File: src/rtl/core/bine_pkg.sv
// shared types and constants for the b+ tree internal node engine
// no dependencies; imported by the interfaces, the sequencer and the top level
package bine_pkg;

	localparam int MAX_ENTRIES_DEF = 512;
	localparam int KEY_BITS_DEF    = 32;

	localparam int FUNC_W   = 3;
	localparam int KEY_W    = 32;
	localparam int CHILD_W  = 31;
	localparam int SLOT_W   = 9;
	localparam int COUNT_W  = 10;
	localparam int STATUS_W = 3;

	typedef enum logic [FUNC_W-1:0] {
		FN_LOOKUP    = 3'd0,
		FN_POPULATE  = 3'd1,
		FN_INSERT    = 3'd2,
		FN_REMOVE    = 3'd3,
		FN_TAKE_ONLY = 3'd4,
		FN_FIND      = 3'd5,
		FN_READ      = 3'd6,
		FN_WRITE_KEY = 3'd7
	} func_t;

	typedef enum logic [STATUS_W-1:0] {
		ST_OK         = 3'd0,
		ST_NOT_FOUND  = 3'd1,
		ST_FULL       = 3'd2,
		ST_BAD_SLOT   = 3'd3,
		ST_NOT_SINGLE = 3'd4
	} status_t;

	typedef struct packed {
		logic [CHILD_W-1:0] child_out;
		logic [KEY_W-1:0]   key_out;
		logic [SLOT_W-1:0]  slot_out;
		logic [COUNT_W-1:0] entry_count;
		status_t            status;
	} result_t;

endpackage

File: src/rtl/core/bine_req_if.sv
// request channel: valid/ready handshake with one operation per transfer
// depends on bine_pkg for field widths
interface bine_req_if import bine_pkg::*; ();

	logic               valid;
	logic               ready;
	logic [FUNC_W-1:0]  func;
	logic [KEY_W-1:0]   key_value;
	logic [CHILD_W-1:0] anchor_child;
	logic [CHILD_W-1:0] new_child;
	logic [SLOT_W-1:0]  slot;

	modport source (
		output valid, func, key_value, anchor_child, new_child, slot,
		input  ready
	);

	modport sink (
		input  valid, func, key_value, anchor_child, new_child, slot,
		output ready
	);

endinterface

File: src/rtl/core/bine_ctrl.sv
// sequencer for the node engine: walks the entry memory one entry per cycle
// for scans and shifts, with a single key/child compare unit
// depends on bine_pkg and bine_req_if
module bine_ctrl import bine_pkg::*; #(
	parameter int MAX_ENTRIES = MAX_ENTRIES_DEF,
	parameter int KEY_BITS = KEY_BITS_DEF,
	localparam int IDX_W = $clog2(MAX_ENTRIES),
	localparam int CNT_W = $clog2(MAX_ENTRIES + 1),
	localparam int EW = KEY_BITS + CHILD_W
) (
	input  logic             clk,
	input  logic             arst_n,
	bine_req_if.sink         req,
	output logic             mem_we,
	output logic [IDX_W-1:0] mem_waddr,
	output logic [EW-1:0]    mem_wdata,
	output logic [IDX_W-1:0] mem_raddr,
	input  logic [EW-1:0]    mem_rdata,
	input  logic             res_free,
	output logic             res_vld,
	output result_t          res
);

	localparam int SW = (CNT_W > SLOT_W) ? CNT_W : SLOT_W;

	typedef enum logic [3:0] {
		S_IDLE,
		S_SCAN,
		S_SHUP,
		S_SHDN,
		S_POP,
		S_PUT,
		S_RD,
		S_RDV,
		S_FIN
	} state_t;

	state_t               state_q;
	func_t                func_q;
	logic [KEY_BITS-1:0]  key_q;
	logic [CHILD_W-1:0]   anchor_q;
	logic [CHILD_W-1:0]   fresh_q;
	logic [CNT_W-1:0]     pos_q;
	logic [CNT_W-1:0]     ptr_q;
	logic [CNT_W-1:0]     used_q;
	logic [CHILD_W-1:0]   prev_child_q;
	result_t              res_q;
	logic                 data_vld_s1;
	logic [CNT_W-1:0]     data_idx_s1;

	func_t                fn;
	logic [KEY_BITS-1:0]  rd_key;
	logic [CHILD_W-1:0]   rd_child;
	logic [CNT_W-1:0]     used_m1;
	logic [CNT_W-1:0]     idx_up;
	logic [CNT_W-1:0]     idx_dn;
	logic                 last_data;
	logic                 scan_stop;
	logic                 issue;
	logic [SW-1:0]        in_slot;
	logic [SW-1:0]        in_used;
	logic                 slot_bad;

	assign fn        = func_t'(req.func);
	assign rd_key    = mem_rdata[EW-1:CHILD_W];
	assign rd_child  = mem_rdata[CHILD_W-1:0];
	assign used_m1   = used_q - CNT_W'(1);
	assign idx_up    = data_idx_s1 + CNT_W'(1);
	assign idx_dn    = data_idx_s1 - CNT_W'(1);
	assign last_data = (data_idx_s1 == used_m1);
	assign in_slot   = SW'(req.slot);
	assign in_used   = SW'(used_q);
	assign slot_bad  = (in_slot >= in_used);

	// scan has its answer in this cycle, so no further read goes out
	assign scan_stop = data_vld_s1 && ((func_q == FN_LOOKUP) ?
		((data_idx_s1 != '0 && key_q < rd_key) || last_data) :
		(rd_child == anchor_q || last_data));

	assign req.ready = (state_q == S_IDLE);
	assign mem_raddr = ptr_q[IDX_W-1:0];
	assign res_vld   = (state_q == S_FIN);

	always_comb begin
		res = res_q;
		res.entry_count = COUNT_W'(used_q);
	end

	// a read is issued from ptr_q while the walk has entries left and, in a scan, no answer yet
	always_comb begin
		unique case (state_q)
			S_SCAN:  issue = (ptr_q < used_q) && !scan_stop;
			S_SHUP:  issue = (ptr_q > pos_q);
			S_SHDN:  issue = (ptr_q < used_q);
			default: issue = 1'b0;
		endcase
	end

	always_comb begin
		mem_we    = 1'b0;
		mem_waddr = ptr_q[IDX_W-1:0];
		mem_wdata = {key_q, fresh_q};
		unique case (state_q)
			S_POP: begin
				mem_we    = 1'b1;
				mem_waddr = '0;
				mem_wdata = {key_q, anchor_q};
			end
			S_PUT: begin
				mem_we = 1'b1;
			end
			S_SHUP: begin
				mem_we    = data_vld_s1;
				mem_waddr = idx_up[IDX_W-1:0];
				mem_wdata = mem_rdata;
			end
			S_SHDN: begin
				mem_we    = data_vld_s1;
				mem_waddr = idx_dn[IDX_W-1:0];
				mem_wdata = mem_rdata;
			end
			S_RDV: begin
				// key write keeps the stored child
				mem_we    = (func_q == FN_WRITE_KEY);
				mem_wdata = {key_q, rd_child};
			end
			default: begin
				mem_we = 1'b0;
			end
		endcase
	end

	always_ff @(posedge clk or negedge arst_n) begin
		if (!arst_n) begin
			state_q      <= S_IDLE;
			func_q       <= FN_LOOKUP;
			key_q        <= '0;
			anchor_q     <= '0;
			fresh_q      <= '0;
			pos_q        <= '0;
			ptr_q        <= '0;
			used_q       <= '0;
			prev_child_q <= '0;
			res_q        <= '0;
			data_vld_s1  <= 1'b0;
			data_idx_s1  <= '0;
		end else begin
			data_vld_s1 <= issue;
			data_idx_s1 <= ptr_q;
			if (issue) begin
				ptr_q <= (state_q == S_SHUP) ? ptr_q - CNT_W'(1) : ptr_q + CNT_W'(1);
			end
			unique case (state_q)
				S_IDLE: begin
					if (req.valid) begin
						func_q   <= fn;
						key_q    <= KEY_BITS'(req.key_value);
						anchor_q <= req.anchor_child;
						fresh_q  <= req.new_child;
						res_q    <= '0;
						unique case (fn)
							FN_LOOKUP: begin
								if (used_q == '0) begin
									res_q.status <= ST_BAD_SLOT;
									state_q      <= S_FIN;
								end else begin
									ptr_q   <= '0;
									state_q <= S_SCAN;
								end
							end
							FN_POPULATE: begin
								state_q <= S_POP;
							end
							FN_INSERT: begin
								if (used_q >= CNT_W'(MAX_ENTRIES)) begin
									res_q.status <= ST_FULL;
									state_q      <= S_FIN;
								end else if (used_q == '0) begin
									res_q.status <= ST_NOT_FOUND;
									state_q      <= S_FIN;
								end else begin
									ptr_q   <= '0;
									state_q <= S_SCAN;
								end
							end
							FN_REMOVE: begin
								if (slot_bad) begin
									res_q.status <= ST_BAD_SLOT;
									state_q      <= S_FIN;
								end else if (in_slot + SW'(1) == in_used) begin
									// last entry goes without any shift
									used_q  <= used_m1;
									state_q <= S_FIN;
								end else begin
									ptr_q   <= CNT_W'(req.slot) + CNT_W'(1);
									state_q <= S_SHDN;
								end
							end
							FN_TAKE_ONLY: begin
								if (used_q != CNT_W'(1)) begin
									res_q.status <= ST_NOT_SINGLE;
									state_q      <= S_FIN;
								end else begin
									ptr_q   <= '0;
									state_q <= S_RD;
								end
							end
							FN_FIND: begin
								if (used_q == '0) begin
									res_q.status <= ST_NOT_FOUND;
									state_q      <= S_FIN;
								end else begin
									ptr_q   <= '0;
									state_q <= S_SCAN;
								end
							end
							FN_READ: begin
								if (slot_bad) begin
									res_q.status <= ST_BAD_SLOT;
									state_q      <= S_FIN;
								end else begin
									ptr_q   <= CNT_W'(req.slot);
									state_q <= S_RD;
								end
							end
							FN_WRITE_KEY: begin
								if (slot_bad || req.slot == '0) begin
									res_q.status <= ST_BAD_SLOT;
									state_q      <= S_FIN;
								end else begin
									ptr_q   <= CNT_W'(req.slot);
									state_q <= S_RD;
								end
							end
						endcase
					end
				end
				S_SCAN: begin
					if (data_vld_s1) begin
						if (func_q == FN_LOOKUP) begin
							if (data_idx_s1 != '0 && key_q < rd_key) begin
								res_q.child_out <= prev_child_q;
								state_q         <= S_FIN;
							end else if (last_data) begin
								res_q.child_out <= rd_child;
								state_q         <= S_FIN;
							end else begin
								prev_child_q <= rd_child;
							end
						end else if (rd_child == anchor_q) begin
							res_q.slot_out <= SLOT_W'(data_idx_s1);
							if (func_q == FN_FIND) begin
								state_q <= S_FIN;
							end else begin
								pos_q <= data_idx_s1;
								if (last_data) begin
									ptr_q   <= idx_up;
									state_q <= S_PUT;
								end else begin
									// move entries from the top down, one a cycle
									ptr_q   <= used_m1;
									state_q <= S_SHUP;
								end
							end
						end else if (last_data) begin
							res_q.status <= ST_NOT_FOUND;
							state_q      <= S_FIN;
						end
					end
				end
				S_SHUP: begin
					if (data_vld_s1 && data_idx_s1 == pos_q + CNT_W'(1)) begin
						ptr_q   <= data_idx_s1;
						state_q <= S_PUT;
					end
				end
				S_SHDN: begin
					if (data_vld_s1 && last_data) begin
						used_q  <= used_m1;
						state_q <= S_FIN;
					end
				end
				S_POP: begin
					ptr_q   <= CNT_W'(1);
					state_q <= S_PUT;
				end
				S_PUT: begin
					used_q  <= (func_q == FN_POPULATE) ? CNT_W'(2) : used_q + CNT_W'(1);
					state_q <= S_FIN;
				end
				S_RD: begin
					state_q <= S_RDV;
				end
				S_RDV: begin
					if (func_q == FN_TAKE_ONLY) begin
						res_q.child_out <= rd_child;
						used_q          <= '0;
					end else if (func_q == FN_READ) begin
						res_q.child_out <= rd_child;
						res_q.key_out   <= KEY_W'(rd_key);
					end
					state_q <= S_FIN;
				end
				S_FIN: begin
					if (res_free) begin
						state_q <= S_IDLE;
					end
				end
				default: begin
					state_q <= S_IDLE;
				end
			endcase
		end
	end

	a_count_in_range: assert property (@(posedge clk) disable iff (!arst_n)
		used_q <= CNT_W'(MAX_ENTRIES))
		else $error("entry count beyond node capacity");

	a_one_item_at_a_time: assert property (@(posedge clk) disable iff (!arst_n)
		(req.valid && req.ready) |=> !req.ready)
		else $error("request taken while an operation is in flight");

	a_no_write_when_idle: assert property (@(posedge clk) disable iff (!arst_n)
		(state_q == S_IDLE) |-> !mem_we)
		else $error("entry memory written while idle");

	a_walk_inside_node: assert property (@(posedge clk) disable iff (!arst_n)
		data_vld_s1 |-> (data_idx_s1 < used_q))
		else $error("walk touched an entry beyond the count");

endmodule

File: src/flat_wrapper.sv
// flat-port wrapper written by rule: the top's interface ports become plain ports
module bine_ctrl_flat import bine_pkg::*;
#(
	parameter int MAX_ENTRIES = MAX_ENTRIES_DEF,
	parameter int KEY_BITS = KEY_BITS_DEF,
	localparam int IDX_W = $clog2(MAX_ENTRIES),
	localparam int CNT_W = $clog2(MAX_ENTRIES + 1),
	localparam int EW = KEY_BITS + CHILD_W
)
  (clk, arst_n, mem_we, mem_waddr, mem_wdata, mem_raddr, mem_rdata, res_free, res_vld, res, req_valid, req_func, req_key_value, req_anchor_child, req_new_child, req_slot, req_ready);
  bine_req_if req_i ();
  input  logic clk;
  input  logic arst_n;
  output logic mem_we;
  output logic [IDX_W-1:0] mem_waddr;
  output logic [EW-1:0] mem_wdata;
  output logic [IDX_W-1:0] mem_raddr;
  input  logic [EW-1:0] mem_rdata;
  input  logic res_free;
  output logic res_vld;
  output result_t res;
  input wire logic [$bits(req_i.valid)-1:0] req_valid;
  input wire logic [$bits(req_i.func)-1:0] req_func;
  input wire logic [$bits(req_i.key_value)-1:0] req_key_value;
  input wire logic [$bits(req_i.anchor_child)-1:0] req_anchor_child;
  input wire logic [$bits(req_i.new_child)-1:0] req_new_child;
  input wire logic [$bits(req_i.slot)-1:0] req_slot;
  output wire logic [$bits(req_i.ready)-1:0] req_ready;
  assign req_i.valid = req_valid;
  assign req_i.func = req_func;
  assign req_i.key_value = req_key_value;
  assign req_i.anchor_child = req_anchor_child;
  assign req_i.new_child = req_new_child;
  assign req_i.slot = req_slot;
  assign req_ready = req_i.ready;
  bine_ctrl #(.MAX_ENTRIES(MAX_ENTRIES), .KEY_BITS(KEY_BITS)) u_core (.clk(clk), .arst_n(arst_n), .req(req_i), .mem_we(mem_we), .mem_waddr(mem_waddr), .mem_wdata(mem_wdata), .mem_raddr(mem_raddr), .mem_rdata(mem_rdata), .res_free(res_free), .res_vld(res_vld), .res(res));
endmodule
File: config.mk
export PLATFORM = sky130hd
export DESIGN_NAME = bine_ctrl_flat
export DESIGN_NICKNAME = d
export VERILOG_FILES = /design/src/rtl/core/bine_pkg.sv /design/src/rtl/core/bine_req_if.sv /design/src/rtl/core/bine_ctrl.sv /design/src/flat_wrapper.sv
export SDC_FILE = /design/constraint.sdc
export NUM_CORES = 1
export LEC_CHECK = 0
export BUFFER_PORTS_ARGS = -buffer_cell sky130_fd_sc_hd__buf_2
export CAP_MARGIN = 30
export CELL_PAD_IN_SITES_DETAIL_PLACEMENT = 1
export CELL_PAD_IN_SITES_GLOBAL_PLACEMENT = 1
export CORE_ASPECT_RATIO = 0.9
export CORE_MARGIN = 2
export CORE_UTILIZATION = 42
export DETAILED_ROUTE_END_ITERATION = 6
export HOLD_SLACK_MARGIN = 0.02
export PLACE_DENSITY_LB_ADDON = 0.1
export SLEW_MARGIN = 20
export SYNTH_ARGS = -nofsm -noshare
export SYNTH_HDL_FRONTEND = slang
export SYNTH_SLANG_ARGS = --single-unit
File: constraint.sdc
create_clock -name clk -period 4.1 [get_ports clk]
set_input_delay 0.615 -clock clk [delete_from_list [all_inputs] [get_ports clk]]
set_output_delay 0.615 -clock clk [all_outputs]
set_load 0.05 [all_outputs]
Yosys cells after proc, flatten, opt, wreduce, memory -nomap -nowiden

Cells that the tools add are included.
Widths: inputs -> output; s select.

Bits in latches: 0
Bits in writable memories: 0
Memories: 0
ROM bits: 0
Register bits after elaboration: 248

Equality and inequality tests: 43
Add/sub/neg operators: 8
Reduce and logical (&&, ||, !) cells: 33
$lt $le $gt $ge: 5
Div/mod/pow operators: 0
$mul: 0
Bitwise gates (word level): 4
Shifts and indexed selects: 0
Mux-type cells: 77

Operator list:

| operator              | number |
|---|---|
| $mux 10               | 23 |
| $pmux 63 s3           | 1 |
| $mux 31               | 5 |
| $pmux 31 s3           | 1 |
| $mux 85               | 1 |
| $pmux 10 s4           | 2 |
| $mux 4                | 17 |
| $pmux 32 s2           | 1 |
| $mux 63               | 1 |
| $pmux 10 s6           | 1 |
| $add 10x1->10 const B | 4 |
| $lt 32x32->1          | 1 |
| $mux 32               | 1 |
| $pmux 4 s8            | 1 |
| $eq 31x31->1          | 1 |
| $eq 10x10->1          | 3 |
| $pmux 4 s7            | 1 |
| $mux 9                | 3 |
| $pmux 9 s3            | 1 |
| $eq 3x3->1 const B    | 8 |
| $mux 3                | 7 |
| $reduce_and 5->1      | 4 |
| $sub 10x1->10 const B | 2 |
| $ne 2x1->1 const B    | 9 |
| other kinds (38)      | 71 |

Depth between registers and ports, before layout

Word-level depth: 14
Depth in mapped cells: 15
Mapped depth without buffers: 14

Worst setup path after synthesis

Ideal clock, no wire load.

Kind: register to register
Start point: register u_core.used_q[1], in the netlist u_core.in_used[1]
End point: register u_core.used_q[7], in the netlist u_core.in_used[7]
Setup slack: 0.465 ns
Data arrival time: 3.515 ns
Cell stages (with the launch flop): 14
Path through: dfrtp_1 clkbuf_1 inv_1 ha_1 or3b_2 or2_2 buf_2 xor2_1 o2111a_2 nand4_1 a222oi_1 buf_2 o221ai_1 a22o_1

Longest elaborated chain between the ends: 6
Elaborated cells between the ends (all ways): 17

Ends and longest elaborated chain:

| element                  | line             | source |
|---|---|---|
| start: declaration       | bine_ctrl.sv:45  | `logic [CNT_W-1:0] used_q;` |
| start signal: assignment | bine_ctrl.sv:192 | `used_q <= used_m1;` |
| start signal: assignment | bine_ctrl.sv:279 | `used_q <= used_m1;` |
| start signal: assignment | bine_ctrl.sv:288 | `used_q <= (func_q == FN_POPULATE) ? CNT_W'(2) : used_q + CNT_W'(1);` |
| $sub 10x1->10            | bine_ctrl.sv:67  | `assign used_m1 = used_q - CNT_W'(1);` |
| $mux 10                  | bine_ctrl.sv:190 | `end else if (in_slot + SW'(1) == in_used) begin` |
| $mux 10                  | bine_ctrl.sv:187 | `if (slot_bad) begin` |
| $mux 10                  | bine_ctrl.sv:161 | `unique case (fn)` |
| $mux 10                  | bine_ctrl.sv:155 | `if (req.valid) begin` |
| $pmux 10 s4              | bine_ctrl.sv:153 | `unique case (state_q)` |

Several ways; a longest one is shown, not always the timed one. The select of a mux whose other input is x is not followed.
A chain may end at the register's enable or synchronous reset.

Final worst setup path

Start point: register u_core.state_q[0]
End point: output port mem_wdata[11]

Longest elaborated chain between the ends: 3
Elaborated cells between the ends (all ways): 6

Ends and longest elaborated chain:

| element                          | line               | source |
|---|---|---|
| start: declaration               | bine_ctrl.sv:38    | `state_t state_q;` |
| start signal: assignment         | bine_ctrl.sv:135   | `state_q <= S_IDLE;` |
| start signal: assignment         | bine_ctrl.sv:165   | `state_q <= S_FIN;` |
| start signal: assignment         | bine_ctrl.sv:168   | `state_q <= S_SCAN;` |
| $eq 4x2->1                       | bine_ctrl.sv:103   | `unique case (state_q)` |
| $reduce_or 2->1 (no source line) | -                  |  |
| $pmux 63 s3 *                    | bine_ctrl.sv:103   |  |
| end: declaration                 | flat_wrapper.sv:16 | `output logic [EW-1:0] mem_wdata;` |

Mark *: on every way between the ends. The rest lies on a longest branch, timed or not.

==> out/qor.csv <==
metric,value,unit
CTS sink cnt,248,
largest net degree at the start of global routing,99,
Critical Path RT,3.48,ns
post-synth top area share,40.1,%
Core Rows,66,
CP top delay family,buffers and inverters,
"leading cell types in the layout, fill and taps excluded","340 x buf_2, 248 x dfrtp_1, 244 x nand2_1, 134 x o21ai_0, 129 x mux2_2",
post-cts resize count,0,
setup_tns,0,ns
Nets,2236,
"Seq/Total Area, Yosys",40.1,%
"FF+latch count, synth",248,
Post-Synth XOR/XNOR Area,5.74,%
"Clk pin slew, worst setup/hold paths",0.06,ns
Final min period,3.81,ns
routed vias/inst,5.87,
Peak Freq,262,MHz
Synth area leaders,"dfrtp_1 40%, mux2_2 9.4%, ha_1 6.1%",
Worst-Margin Slew,0.851,ns
core box area,36300,um^2
Final Total Pwr,17.3,mW
DRT Pass-1 Iters,5,
largest family of logic cells by synthesized area,compound AO/OA/AOI/OAI gates,
first-pass GRT wire length,88600,um
Worst Hold Slack,0.0216,ns
number of setup buffers added after CTS,0,
maximum root-to-sink buffer count,3,
CTS tree,done,
Setup CP Type,register to output pin,
drt drc,0,
H-tree levels,1,
vias in the first global route,15056,
Peak VDD IR,0.000903,V
final instance area,18800,um^2
simple logic cell fraction of the synthesized area,14.9,%
Netlist cell types,73,
RSZ-0062 raised after global routing,no,
critical path cell sequence,buf_4 > and3_1 > nand2_1 > nand2_1 > buf_4 > a22oi_1 > nand2_1 > buf_2,
slew margin rel.,43.3,%
max-slew violation count,0,
Die Wd,206,um
I/O Buffers,341,
Syn Std Cell Area,15500,um^2
synthesis-to-layout area growth,21.4,%
initial antenna violation count,7,
max-cap violation count,0,
"Core Util, Final",51.9,%
Min-Delay Path Class,input pin to asynchronous set/reset pin,
CP Data Arrival Time,3.20,ns
status,"finished, final reports clean",
cell mode on critical path,nand2_1,
LEAKAGE,9.03,nW
Mapped Cells,1678,
drt wl/cell,23.2,um
CP bufs+invs,3,
CP Launch Type,register,
Compound-Gate Fraction of Synth Area,18.1,%
drt initial violations,973,
"EDFF count, synth",0,
Die H,186,um
Ports,342,
DRT antenna net count,0,
top_reg_cell synth,dfrtp_1,
mux cell area share after synthesis,9.96,%
PwrDens,920,nW/um^2
placed instance area,17900,um^2
critical path peak fanout,36,
post-synthesis net count,1927,
detailed-route via count,14569,
Final Wtd Congestion,0.958,
Reg2Reg Depth,14,
DP HPWL,43000,um
Synth async-reset ratio,100,%
"commonest non-fill, non-tap cell in the layout",buf_2,
Worst setup EP type,output pin,
cts bufs inserted,29,
Final Skew,0.00999,ns
hold buffers post-CTS,0,
Tot GR Track Use,29.7,%
Finish-stage setup viols,0,
"Hold Vio Cnt, Final",0,
fin crit share,93.0,%
synth warn,0,
share of cells above drive strength 1,29.6,%
Overflow after GRT,0,
Initial Util,42.7,%
Die ar.,38400,um^2
Mean Syn Cell Area,9.23,um^2
Skew-Pair Late Insertion Delay,0.58,ns
CP Depth,8,
final WL,57600,um
cell taking the most area after synthesis,dfrtp_1,
"slowest stage delay, CP",0.59,ns
Root Buffer,clkbuf_16,
slowest CP cell,and3_1,
area share of fa/ha/maj cells after synthesis,6.25,%
==> synth_stat cells, types with 20 or more instances <==
cell        n
dfrtp_1   248
nand2_1   245
o21ai_0   134
mux2_2    129
clkbuf_1   90
ha_1       75
inv_1      75
a22oi_1    72
nor2_1     69
a21oi_1    62
xor2_1     55
xnor2_1    44
o31ai_1    32
nor3_1     30
nand4_1    24
nand3_1    20
==> per-layer routing <==
layer	vias up	wire [um]	track usage [%]
li1	6636	-	-
met1	7360	24800	40.0
met2	469	27600	49.0
met3	94	3800	6.41
met4	10	1340	7.03
met5	-	56	0
==> cell families after synthesis <==
logic type,after synthesis
xor gates and xnor gates,100
adders and majority gates,77
DFF,248
muxes,138
and+or+nand+nor,492
buffers and inverters,196
AOI/OAI and AO/OA,427
==> stage by stage <==
stage | setup slack (ns) | cells
CTS | 0.0584 | 2479
detailed placement | 0.307 | 2432
global placement | 0.397 | 2432
floorplan | 0.465 | 1678
finish | 0.285 | 2483
global route | 0.130 | 2481
==> report_power, final <==
group	total (mW)	internal, mW	switching [mW]
clock	2.62	1.54	1.08
sequential	4.25	3.33	0.921
combinational	10.4	3.20	7.24
total	17.3	8.07	9.24
==> area by class of cell <==
class	count	area (um^2)
antenna	4	10.0
clock buffer	41	841
clock inverter	6	97.6
fill	4270	17400
inverter	76	285
multi-input combinational	1234	8560
sequential	248	6210
tap	476	596
timing repair buffer	398	2220
==> path summary, 6_finish.rpt <==
kind	from	to	slack, ns
setup reg to reg	u_core.state_q[2]	u_core.ptr_q[9]	0.40
min in group clk	res_free	u_core.state_q[3]	0.24
setup / recovery	u_core.state_q[0]	mem_wdata[11]	0.29
hold / removal	arst_n	u_core.data_idx_s1[8]	0.02
max in group asynchronous	arst_n	u_core.fresh_q[5]	3.00
hold reg to reg	u_core.res[50]	u_core.res[50]	0.47
==> flip-flops by register name, summed over array words and instances (netlist names) <==
signal               count
u_core.pos_q            10
u_core.data_idx_s1      10
u_core.key_q            32
u_core.ptr_q            10
u_core.res              75
u_core.state_q           4
u_core.in_used          10
u_core.anchor_q         31
u_core.prev_child_q     31
u_core.func_q            3
u_core.fresh_q          31
u_core.data_vld_s1       1
Power figures use the tool's default switching activity.
